$ cat config.mk
export PLATFORM = sky130hd
export DESIGN_NAME = table_linear_interpolation_unit
export DESIGN_NICKNAME = d
export VERILOG_FILES = /design/src/sv/tli_pkg.sv /design/src/sv/table_linear_interpolation_unit.sv /design/src/sv/tli_sequencer.sv /design/src/sv/tli_datapath.sv
export VERILOG_INCLUDE_DIRS = /design/src /design/src/sv
export SDC_FILE = /design/constraint.sdc
export NUM_CORES = 2
export LEC_CHECK = 0
export BUFFER_PORTS_ARGS = -buffer_cell sky130_fd_sc_hd__clkbuf_2
export CORE_MARGIN = 10
export CORE_UTILIZATION = 43
export CTS_CLUSTER_SIZE = 25
export DETAILED_ROUTE_END_ITERATION = 16
export PLACE_DENSITY = 0.65
export SYNTH_ARGS = -nofsm -noshare
export SYNTH_HDL_FRONTEND = slang
export SYNTH_SLANG_ARGS = --single-unit
$ cat constraint.sdc
create_clock -name aclk -period 17.3 [get_ports aclk]
set_input_delay 2.595 -clock aclk [delete_from_list [all_inputs] [get_ports aclk]]
set_output_delay 2.595 -clock aclk [all_outputs]
set_load 0.02 [all_outputs]
$ cat src/sv/table_linear_interpolation_unit_macros.svh
// assertion macros for the table linear interpolation unit
`ifndef TABLE_LINEAR_INTERPOLATION_UNIT_MACROS_SVH
`define TABLE_LINEAR_INTERPOLATION_UNIT_MACROS_SVH

`ifndef SYNTHESIS

// same-cycle implication, checked outside reset
`define TLI_ASSERT_IMPL(lbl, ante, cons) \
    lbl: assert property (@(posedge aclk) disable iff (!aresetn) (ante) |-> (cons)) \
        else $error("assertion failed");

// next-cycle implication, checked outside reset
`define TLI_ASSERT_NEXT(lbl, ante, cons) \
    lbl: assert property (@(posedge aclk) disable iff (!aresetn) (ante) |=> (cons)) \
        else $error("assertion failed");

`else

`define TLI_ASSERT_IMPL(lbl, ante, cons)
`define TLI_ASSERT_NEXT(lbl, ante, cons)

`endif

`endif

$ cat src/sv/tli_pkg.sv
// shared types and constants of the table linear interpolation unit
package tli_pkg;

    localparam int TABLE_DEPTH   = 16;
    localparam int KEY_W         = 16;
    localparam int VAL_W         = 16;
    localparam int ENTRY_INDEX_W = 4;
    localparam int ENTRY_COUNT_W = 5;
    localparam int STATUS_W      = 2;

    localparam int IDX_W    = $clog2(TABLE_DEPTH);
    localparam int CNT_W    = $clog2(TABLE_DEPTH + 1);
    localparam int DIVCNT_W = $clog2(VAL_W);
    localparam int PROD_W   = KEY_W + VAL_W;

    localparam int S_TDATA_W = ((ENTRY_INDEX_W + KEY_W + VAL_W + 7) / 8) * 8;
    localparam int M_TDATA_W = ((VAL_W + 7) / 8) * 8;

    localparam logic CMD_LOAD  = 1'b0;
    localparam logic CMD_QUERY = 1'b1;

    typedef enum logic [STATUS_W-1:0] {
        ST_MATCH  = 2'd0,
        ST_INTERP = 2'd1,
        ST_OUT    = 2'd2
    } status_t;

    // datapath operation selected by one microcode word
    typedef enum logic [3:0] {
        OP_NOP,
        OP_ACCEPT,
        OP_SCAN,
        OP_DECIDE,
        OP_MUL,
        OP_DIV_LOAD,
        OP_DIV_STEP,
        OP_FINISH,
        OP_WRITE
    } op_t;

    // jump condition of one microcode word
    typedef enum logic [2:0] {
        JC_NEVER,
        JC_ALWAYS,
        JC_NO_QUERY,
        JC_SCAN_MORE,
        JC_NO_INTERP,
        JC_DIV_MORE,
        JC_OUT_BUSY
    } jc_t;

    // datapath flags tested by the sequencer
    typedef struct packed {
        logic no_query;
        logic scan_more;
        logic no_interp;
        logic div_more;
        logic out_busy;
    } cond_t;

endpackage

$ cat src/sv/table_linear_interpolation_unit.sv
// Piecewise linear interpolation lookup table. Loads (s_tuser = 0) write one
// key/value slot each, giving no result. A query (s_tuser = 1) scans the
// first entry_count slots (at most 16) through the single read port of the table
// memory, one slot a cycle, then answers with the matched value, the value
// interpolated on the first bracketing pair, or zero with out-of-range status.
// Interpolation runs a multiply and a bit-serial divider, one quotient bit a
// cycle. The result waits in an output register, and the next item is taken
// while it waits.
module table_linear_interpolation_unit
    import tli_pkg::*;
(
    input  logic                     aclk,
    input  logic                     aresetn,
    input  logic                     cfg_wr_en,
    input  logic [ENTRY_COUNT_W-1:0] cfg_wr_data,
    input  logic                     s_tvalid,
    output logic                     s_tready,
    input  logic [S_TDATA_W-1:0]     s_tdata,   // entry_index, key, value, zero fill
    input  logic                     s_tuser,   // command
    output logic                     m_tvalid,
    input  logic                     m_tready,
    output logic [M_TDATA_W-1:0]     m_tdata,   // result_value
    output logic [STATUS_W-1:0]      m_tuser    // status
);

    op_t              op;
    cond_t            cond;
    logic [VAL_W-1:0] res;

    tli_sequencer u_seq (
        .aclk    (aclk),
        .aresetn (aresetn),
        .cond    (cond),
        .op      (op)
    );

    tli_datapath u_dp (
        .aclk        (aclk),
        .aresetn     (aresetn),
        .op          (op),
        .cond        (cond),
        .cfg_wr_en   (cfg_wr_en),
        .cfg_wr_data (cfg_wr_data),
        .in_valid    (s_tvalid),
        .in_ready    (s_tready),
        .in_cmd      (s_tuser),
        .in_index    (s_tdata[ENTRY_INDEX_W-1:0]),
        .in_key      (s_tdata[ENTRY_INDEX_W+KEY_W-1:ENTRY_INDEX_W]),
        .in_value    (s_tdata[ENTRY_INDEX_W+KEY_W+VAL_W-1:ENTRY_INDEX_W+KEY_W]),
        .out_valid   (m_tvalid),
        .out_ready   (m_tready),
        .out_res     (res),
        .out_status  (m_tuser)
    );

    assign m_tdata = M_TDATA_W'(res);

endmodule

$ cat src/sv/tli_sequencer.sv
// microcode sequencer: step counter, control rom and conditional jumps
module tli_sequencer
    import tli_pkg::*;
(
    input  logic  aclk,
    input  logic  aresetn,
    input  cond_t cond,
    output op_t   op
);

    localparam int UPC_W = 4;

    typedef logic [UPC_W-1:0] upc_t;

    typedef struct packed {
        op_t  op;
        jc_t  jc;
        upc_t target;
    } ucode_t;

    localparam upc_t STEP_WAIT   = 4'd0;
    localparam upc_t STEP_SCAN   = 4'd1;
    localparam upc_t STEP_DECIDE = 4'd2;
    localparam upc_t STEP_MUL    = 4'd3;
    localparam upc_t STEP_DIVLD  = 4'd4;
    localparam upc_t STEP_DIV    = 4'd5;
    localparam upc_t STEP_FINISH = 4'd6;
    localparam upc_t STEP_WRITE  = 4'd7;
    localparam upc_t STEP_DONE   = 4'd8;

    function automatic ucode_t ucode_rom(input upc_t addr);
        ucode_t w;
        case (addr)
            STEP_WAIT:   w = '{OP_ACCEPT,   JC_NO_QUERY,  STEP_WAIT};
            STEP_SCAN:   w = '{OP_SCAN,     JC_SCAN_MORE, STEP_SCAN};
            STEP_DECIDE: w = '{OP_DECIDE,   JC_NO_INTERP, STEP_WRITE};
            STEP_MUL:    w = '{OP_MUL,      JC_NEVER,     STEP_WAIT};
            STEP_DIVLD:  w = '{OP_DIV_LOAD, JC_NEVER,     STEP_WAIT};
            STEP_DIV:    w = '{OP_DIV_STEP, JC_DIV_MORE,  STEP_DIV};
            STEP_FINISH: w = '{OP_FINISH,   JC_NEVER,     STEP_WAIT};
            STEP_WRITE:  w = '{OP_WRITE,    JC_OUT_BUSY,  STEP_WRITE};
            STEP_DONE:   w = '{OP_NOP,      JC_ALWAYS,    STEP_WAIT};
            default:     w = '{OP_NOP,      JC_ALWAYS,    STEP_WAIT};
        endcase
        return w;
    endfunction

    upc_t   upc_reg;
    upc_t   upc_next;
    ucode_t word;
    logic   take_jump;

    always_ff @(posedge aclk) begin
        if (!aresetn) begin
            upc_reg <= STEP_WAIT;
        end else begin
            upc_reg <= upc_next;
        end
    end

    always_comb begin
        word = ucode_rom(upc_reg);
        case (word.jc)
            JC_NEVER:     take_jump = 1'b0;
            JC_ALWAYS:    take_jump = 1'b1;
            JC_NO_QUERY:  take_jump = cond.no_query;
            JC_SCAN_MORE: take_jump = cond.scan_more;
            JC_NO_INTERP: take_jump = cond.no_interp;
            JC_DIV_MORE:  take_jump = cond.div_more;
            JC_OUT_BUSY:  take_jump = cond.out_busy;
            default:      take_jump = 1'b1;
        endcase
        upc_next = take_jump ? word.target : upc_reg + 1'b1;
        op       = word.op;
    end

endmodule

$ cat src/sv/tli_datapath.sv
// table memories, scan registers, multiplier, serial divider and output register
`include "table_linear_interpolation_unit_macros.svh"

module tli_datapath
    import tli_pkg::*;
(
    input  logic                     aclk,
    input  logic                     aresetn,
    input  op_t                      op,
    output cond_t                    cond,
    input  logic                     cfg_wr_en,
    input  logic [ENTRY_COUNT_W-1:0] cfg_wr_data,
    input  logic                     in_valid,
    output logic                     in_ready,
    input  logic                     in_cmd,
    input  logic [ENTRY_INDEX_W-1:0] in_index,
    input  logic [KEY_W-1:0]         in_key,
    input  logic [VAL_W-1:0]         in_value,
    output logic                     out_valid,
    input  logic                     out_ready,
    output logic [VAL_W-1:0]         out_res,
    output logic [STATUS_W-1:0]      out_status
);

    logic signed [KEY_W-1:0] key_mem [TABLE_DEPTH];
    logic signed [VAL_W-1:0] val_mem [TABLE_DEPTH];

    logic [ENTRY_COUNT_W-1:0] count_reg;
    logic                     out_valid_reg;
    logic                     rd_valid_reg;
    logic                     first_reg;
    logic                     hit_reg;
    logic                     found_reg;

    logic [CNT_W-1:0]    idx_reg;
    logic [DIVCNT_W-1:0] div_cnt_reg;

    logic signed [KEY_W-1:0] b_reg;
    logic signed [KEY_W-1:0] rd_key_reg;
    logic signed [VAL_W-1:0] rd_val_reg;
    logic signed [KEY_W-1:0] key0_reg;
    logic signed [KEY_W-1:0] prev_key_reg;
    logic signed [VAL_W-1:0] prev_val_reg;
    logic signed [KEY_W-1:0] a_reg;
    logic signed [KEY_W-1:0] c_reg;
    logic signed [VAL_W-1:0] fa_reg;
    logic signed [VAL_W-1:0] fc_reg;
    logic signed [VAL_W-1:0] res_reg;
    status_t                 status_reg;

    logic              neg_reg;
    logic [VAL_W-1:0]  mag_reg;
    logic [KEY_W-1:0]  dsub_reg;
    logic [KEY_W-1:0]  den_reg;
    logic [PROD_W-1:0] prod_reg;
    logic [KEY_W-1:0]  rem_reg;
    logic [VAL_W-1:0]  quo_reg;

    logic [VAL_W-1:0]    out_res_reg;
    status_t             out_status_reg;

    logic             accept;
    logic             out_free;
    logic [CNT_W-1:0] n_used;
    logic             read_more;
    logic             interp_ok;
    logic [KEY_W:0]   dsub_wide;
    logic [KEY_W:0]   den_wide;
    logic [VAL_W:0]   diff_wide;
    logic [VAL_W:0]   mag_wide;
    logic [KEY_W:0]   rem_shift;
    logic             rem_ge;
    logic [KEY_W:0]   rem_sub;

    assign in_ready = (op == OP_ACCEPT);
    assign accept   = in_valid && in_ready;
    assign out_free = !out_valid_reg || out_ready;

    always_comb begin
        if (int'(count_reg) > TABLE_DEPTH) begin
            n_used = CNT_W'(TABLE_DEPTH);
        end else begin
            n_used = CNT_W'(count_reg);
        end
    end

    assign read_more = (idx_reg < n_used);
    // the scan only yields a pair when the keys around the query are in order
    assign interp_ok = !hit_reg && found_reg && (b_reg > key0_reg) && (b_reg < prev_key_reg);

    assign dsub_wide = {b_reg[KEY_W-1], b_reg} - {a_reg[KEY_W-1], a_reg};
    assign den_wide  = {c_reg[KEY_W-1], c_reg} - {a_reg[KEY_W-1], a_reg};
    assign diff_wide = {fc_reg[VAL_W-1], fc_reg} - {fa_reg[VAL_W-1], fa_reg};
    assign mag_wide  = diff_wide[VAL_W] ? (~diff_wide + 1'b1) : diff_wide;

    // restoring step, quotient bits shift in where the dividend bits leave
    assign rem_shift = {rem_reg, quo_reg[VAL_W-1]};
    assign rem_ge    = (rem_shift >= {1'b0, den_reg});
    assign rem_sub   = rem_shift - {1'b0, den_reg};

    assign cond.no_query  = !(accept && (in_cmd == CMD_QUERY));
    assign cond.scan_more = read_more;
    assign cond.no_interp = !interp_ok;
    assign cond.div_more  = (div_cnt_reg != DIVCNT_W'(VAL_W - 1));
    assign cond.out_busy  = !out_free;

    // table memories
    always_ff @(posedge aclk) begin
        if (accept && (in_cmd == CMD_LOAD) && (int'(in_index) < TABLE_DEPTH)) begin
            key_mem[IDX_W'(in_index)] <= in_key;
            val_mem[IDX_W'(in_index)] <= in_value;
        end
        if ((op == OP_SCAN) && read_more) begin
            rd_key_reg <= key_mem[idx_reg[IDX_W-1:0]];
            rd_val_reg <= val_mem[idx_reg[IDX_W-1:0]];
        end
    end

    // control registers
    always_ff @(posedge aclk) begin
        if (!aresetn) begin
            count_reg     <= '0;
            out_valid_reg <= 1'b0;
            rd_valid_reg  <= 1'b0;
            first_reg     <= 1'b0;
            hit_reg       <= 1'b0;
            found_reg     <= 1'b0;
            idx_reg       <= '0;
            div_cnt_reg   <= '0;
        end else begin
            if (cfg_wr_en) begin
                count_reg <= cfg_wr_data;
            end
            if ((op == OP_WRITE) && out_free) begin
                out_valid_reg <= 1'b1;
            end else if (out_ready) begin
                out_valid_reg <= 1'b0;
            end
            case (op)
                OP_ACCEPT: begin
                    rd_valid_reg <= 1'b0;
                    first_reg    <= 1'b1;
                    hit_reg      <= 1'b0;
                    found_reg    <= 1'b0;
                    idx_reg      <= '0;
                end
                OP_SCAN: begin
                    rd_valid_reg <= read_more;
                    if (read_more) begin
                        idx_reg <= idx_reg + 1'b1;
                    end
                    if (rd_valid_reg) begin
                        first_reg <= 1'b0;
                        if (rd_key_reg == b_reg) begin
                            hit_reg <= 1'b1;
                        end
                        if (!first_reg && !found_reg && (prev_key_reg < b_reg) &&
                            (rd_key_reg > b_reg)) begin
                            found_reg <= 1'b1;
                        end
                    end
                end
                OP_DIV_LOAD: div_cnt_reg <= '0;
                OP_DIV_STEP: div_cnt_reg <= div_cnt_reg + 1'b1;
                default: ;
            endcase
        end
    end

    // payload registers
    always_ff @(posedge aclk) begin
        case (op)
            OP_ACCEPT: begin
                b_reg <= in_key;
            end
            OP_SCAN: begin
                if (rd_valid_reg) begin
                    prev_key_reg <= rd_key_reg;
                    prev_val_reg <= rd_val_reg;
                    if (first_reg) begin
                        key0_reg <= rd_key_reg;
                    end
                    // later slots win on duplicate keys
                    if (rd_key_reg == b_reg) begin
                        res_reg <= rd_val_reg;
                    end
                    if (!first_reg && !found_reg && (prev_key_reg < b_reg) &&
                        (rd_key_reg > b_reg)) begin
                        a_reg  <= prev_key_reg;
                        fa_reg <= prev_val_reg;
                        c_reg  <= rd_key_reg;
                        fc_reg <= rd_val_reg;
                    end
                end
            end
            OP_DECIDE: begin
                neg_reg  <= diff_wide[VAL_W];
                mag_reg  <= mag_wide[VAL_W-1:0];
                dsub_reg <= dsub_wide[KEY_W-1:0];
                den_reg  <= den_wide[KEY_W-1:0];
                if (hit_reg) begin
                    status_reg <= ST_MATCH;
                end else if (interp_ok) begin
                    status_reg <= ST_INTERP;
                end else begin
                    status_reg <= ST_OUT;
                    res_reg    <= '0;
                end
            end
            OP_MUL: begin
                prod_reg <= mag_reg * dsub_reg;
            end
            OP_DIV_LOAD: begin
                // quotient stays below the magnitude, so the high part is below the divisor
                rem_reg <= prod_reg[PROD_W-1:VAL_W];
                quo_reg <= prod_reg[VAL_W-1:0];
            end
            OP_DIV_STEP: begin
                rem_reg <= rem_ge ? rem_sub[KEY_W-1:0] : rem_shift[KEY_W-1:0];
                quo_reg <= {quo_reg[VAL_W-2:0], rem_ge};
            end
            OP_FINISH: begin
                res_reg <= neg_reg ? (fa_reg - $signed(quo_reg)) : (fa_reg + $signed(quo_reg));
            end
            OP_WRITE: begin
                if (out_free) begin
                    out_res_reg    <= res_reg;
                    out_status_reg <= status_reg;
                end
            end
            default: ;
        endcase
    end

    assign out_valid  = out_valid_reg;
    assign out_res    = out_res_reg;
    assign out_status = out_status_reg;

    `TLI_ASSERT_IMPL(a_out_range_zero, out_valid_reg && (out_status_reg == ST_OUT), out_res_reg == '0)
    `TLI_ASSERT_NEXT(a_write_shows, (op == OP_WRITE) && out_free, out_valid_reg)
    `TLI_ASSERT_IMPL(a_rem_below_den, op == OP_DIV_STEP, rem_reg < den_reg)
    `TLI_ASSERT_NEXT(a_interp_bounded, op == OP_FINISH, ((res_reg >= fa_reg) && (res_reg <= fc_reg)) || ((res_reg <= fa_reg) && (res_reg >= fc_reg)))

endmodule

==> flow_summary.ini <==
[drt]
dr.pass1.iters = 7
drt-total-wl_um = 94300
avgRoutedWirePerCell_um = 20.1
drt_iter0_drc = 1686
ant_nets = 0
via_count = 24900
viasPerCell = 5.32
drc = 0

[place]
place_ws_ns = 10.49
port_buffers = 66
dp_cells = 4537
gp_congestion = 0.835
placed_cell_area_mm2 = 0.0468
hpwl_um = 61800

[sta]
slew_viol_final = 0
fin_crit_ns = 6.80
tightest_slew_ns = 1.16
setup_ws_ns = 10.50
slew_headroom_pct = 22.3
rsz0062_at_grt = no
fin_setup_tns_ns = 0
setup_viol = 0
period_share_pct = 39.3
skew_ns = 0.0340
max_freq_mhz = 147
hold_viol = 0

[setup_path]
start_kind = flop
cp.arrival_ns = 7.20
crit_required_ns = 17.69
worstPathMaxFanout = 16
crit_type = flop to flop
cp-end-kind = flop

[floorplanning]
dieArea_mm2 = 0.117
start_util_pct = 43.2
io_pins = 71
die_h_um = 343
row_count = 118
core_mm2 = 0.103
die_w_um = 343

[synthesis]
synth_ff_type = edfxtp_1
synth.cell_area_mm2 = 0.0448
ys_ff_latch = 853
synthArstFlopShare_pct = 0
ys_seq_area_share_pct = 56.5
synth_edf_count = 821
synth_top_area_cell = edfxtp_1
yosysTopAreaCellShare_pct = 55.1
synth_nets = 3644
synth_cell_types = 69
syn_avg_cell_area_um2 = 14.2
synthTopCellsByArea = edfxtp_1, fa_1, mux4_2, ha_1, inv_1
ys_warn_count = 0
syn_inst = 3152

[global_routing]
grt_overflow = 0
grt_max_degree = 103
antenna_found_initial = 6
grt_usage_pct = 16.1
grt_pass1_wl_um = 148000
first_global_vias = 25400

[final_layout]
syn_to_final_growth_pct = 10.8
instances_no_fill = 4689
layout-drive-gt1-share_pct = 12.7
final_nets = 3733
fin_area_mm2 = 0.0496

[hold_path]
hp-class = flop to flop

[clock_network]
clock-sinks = 853
cts_root_buf = clkbuf_16
path_clk_slew_ns = 0.06
clock_latency_ns = 0.66
cts_tree = done
cts_setup_buffers = 0
clk_path_buf_depth = 3
cts.repair.resized = 0
cts_made_buffers = 82
cts_hold_buf = 0
htree_levels = 3

[job]
max_cap_violations = 0

[outcome]
status = complete, no violations
[through the flow]
| stage | util (%) | hold slack [ns] |
|---|---|---|
| final | 47.9 | 0.414 |
| after global routing | 47.9 | 0.425 |
| after CTS | 47.9 | 0.413 |
| after detailed placement | 45.3 | 0.405 |
| after global placement | 45.3 | 0.401 |
| after floorplan | - | 0.400 |
[cells in the mapped netlist, drive strengths merged, types with 12 or more instances]
| master | n |
|---|---|
| clkbuf | 76 |
| buf | 13 |
| ha | 242 |
| a31oi | 15 |
| a21boi | 15 |
| edfxtp | 821 |
| o21a | 24 |
| mux4 | 160 |
| and3 | 12 |
| fa | 199 |
| or3 | 15 |
| and2 | 138 |
| nand2b | 17 |
| xor2 | 26 |
| nand3 | 32 |
| dfxtp | 32 |
| nand4 | 21 |
| a21o | 33 |
| o21ai | 106 |
| xnor2 | 75 |
| mux2i | 22 |
| nor2 | 101 |
| a21oi | 82 |
| nor3 | 52 |
| nand2 | 279 |
| nor2b | 36 |
| inv | 378 |
[layout by cell type, fill, tap and decap left out, types with 22 or more instances in the layout]
cell / n
xnor2_1: 75
ha_1: 242
xor2_1: 26
nor3_1: 46
nor2_1: 87
and2_1: 137
fa_1: 199
o21a_1: 23
a21oi_1: 82
clkbuf_2: 66
a21o_1: 33
o21ai_0: 103
clkbuf_16: 82
inv_1: 378
mux2i_1: 22
dfxtp_1: 28
nand3_1: 31
nand2_1: 278
nor2b_1: 35
buf_4: 27
edfxtp_1: 821
mux4_2: 160
[area by class of cell]
type                            count  area (um^2)
Multi-Input combinational cell   1832        17800
Timing Repair Buffer               94          553
Tap cell                         1380         1730
Inverter                          378         1420
Clock buffer                       99         2160
Fill cell                        8869        53900
Sequential cell                   853        25300
Clock inverter                     52          597
Antenna cell                        1         2.50
[final timing paths]
path / start / end / slack [ns] / cells after the start
worst max register to register: u_dp.dsub_reg[4] / u_dp.prod_reg[25] / 10.50 / 21
worst min register to register: u_dp.prev_val_reg[10] / u_dp.fa_reg[10] / 0.41 / 0
worst min-delay path: u_dp.prev_val_reg[10] / u_dp.fa_reg[10] / 0.41 / 0
worst max-delay path: u_dp.dsub_reg[4] / u_dp.prod_reg[25] / 10.50 / 21
[cell families after synthesis]
logic type | synth area share (%)
multiplexers | 8.57
AO/OA/AOI/OAI | 5.31
XOR/XNOR | 1.98
adder cells (fa/ha/maj) | 15.7
AND/OR/NAND/NOR | 8.03
flip-flops | 56.5
buffers and inverters | 3.92
[per-layer routing]
metal	part of all wire [%]	vias to the layer above	track usage, %
li1	-	11600	-
met1	44	12700	21.8
met2	49	553	27.0
met3	4.9	119	2.41
met4	2.0	6	4.28
met5	0.041	-	0
[worst max-delay path, cell delays in order (launching register included)]
cell and delay [ns]:
edfxtp_1 0.71, and2_1 0.33, fa_1 0.53, inv_1 0.05
fa_1 0.45, fa_1 0.51, inv_1 0.05, fa_1 0.51
fa_1 0.52, inv_1 0.05, fa_1 0.49, inv_1 0.05
ha_1 0.34, a21o_1 0.18, a21oi_1 0.14, o21bai_1 0.09
a21oi_1 0.23, nand2b_1 0.16, a31oi_1 0.10, o21ai_0 0.28
or4b_2 0.61, o311ai_0 0.16
Power is not shown: default switching activity piles up to over one toggle a cycle in this logic, so the estimate is an artifact.
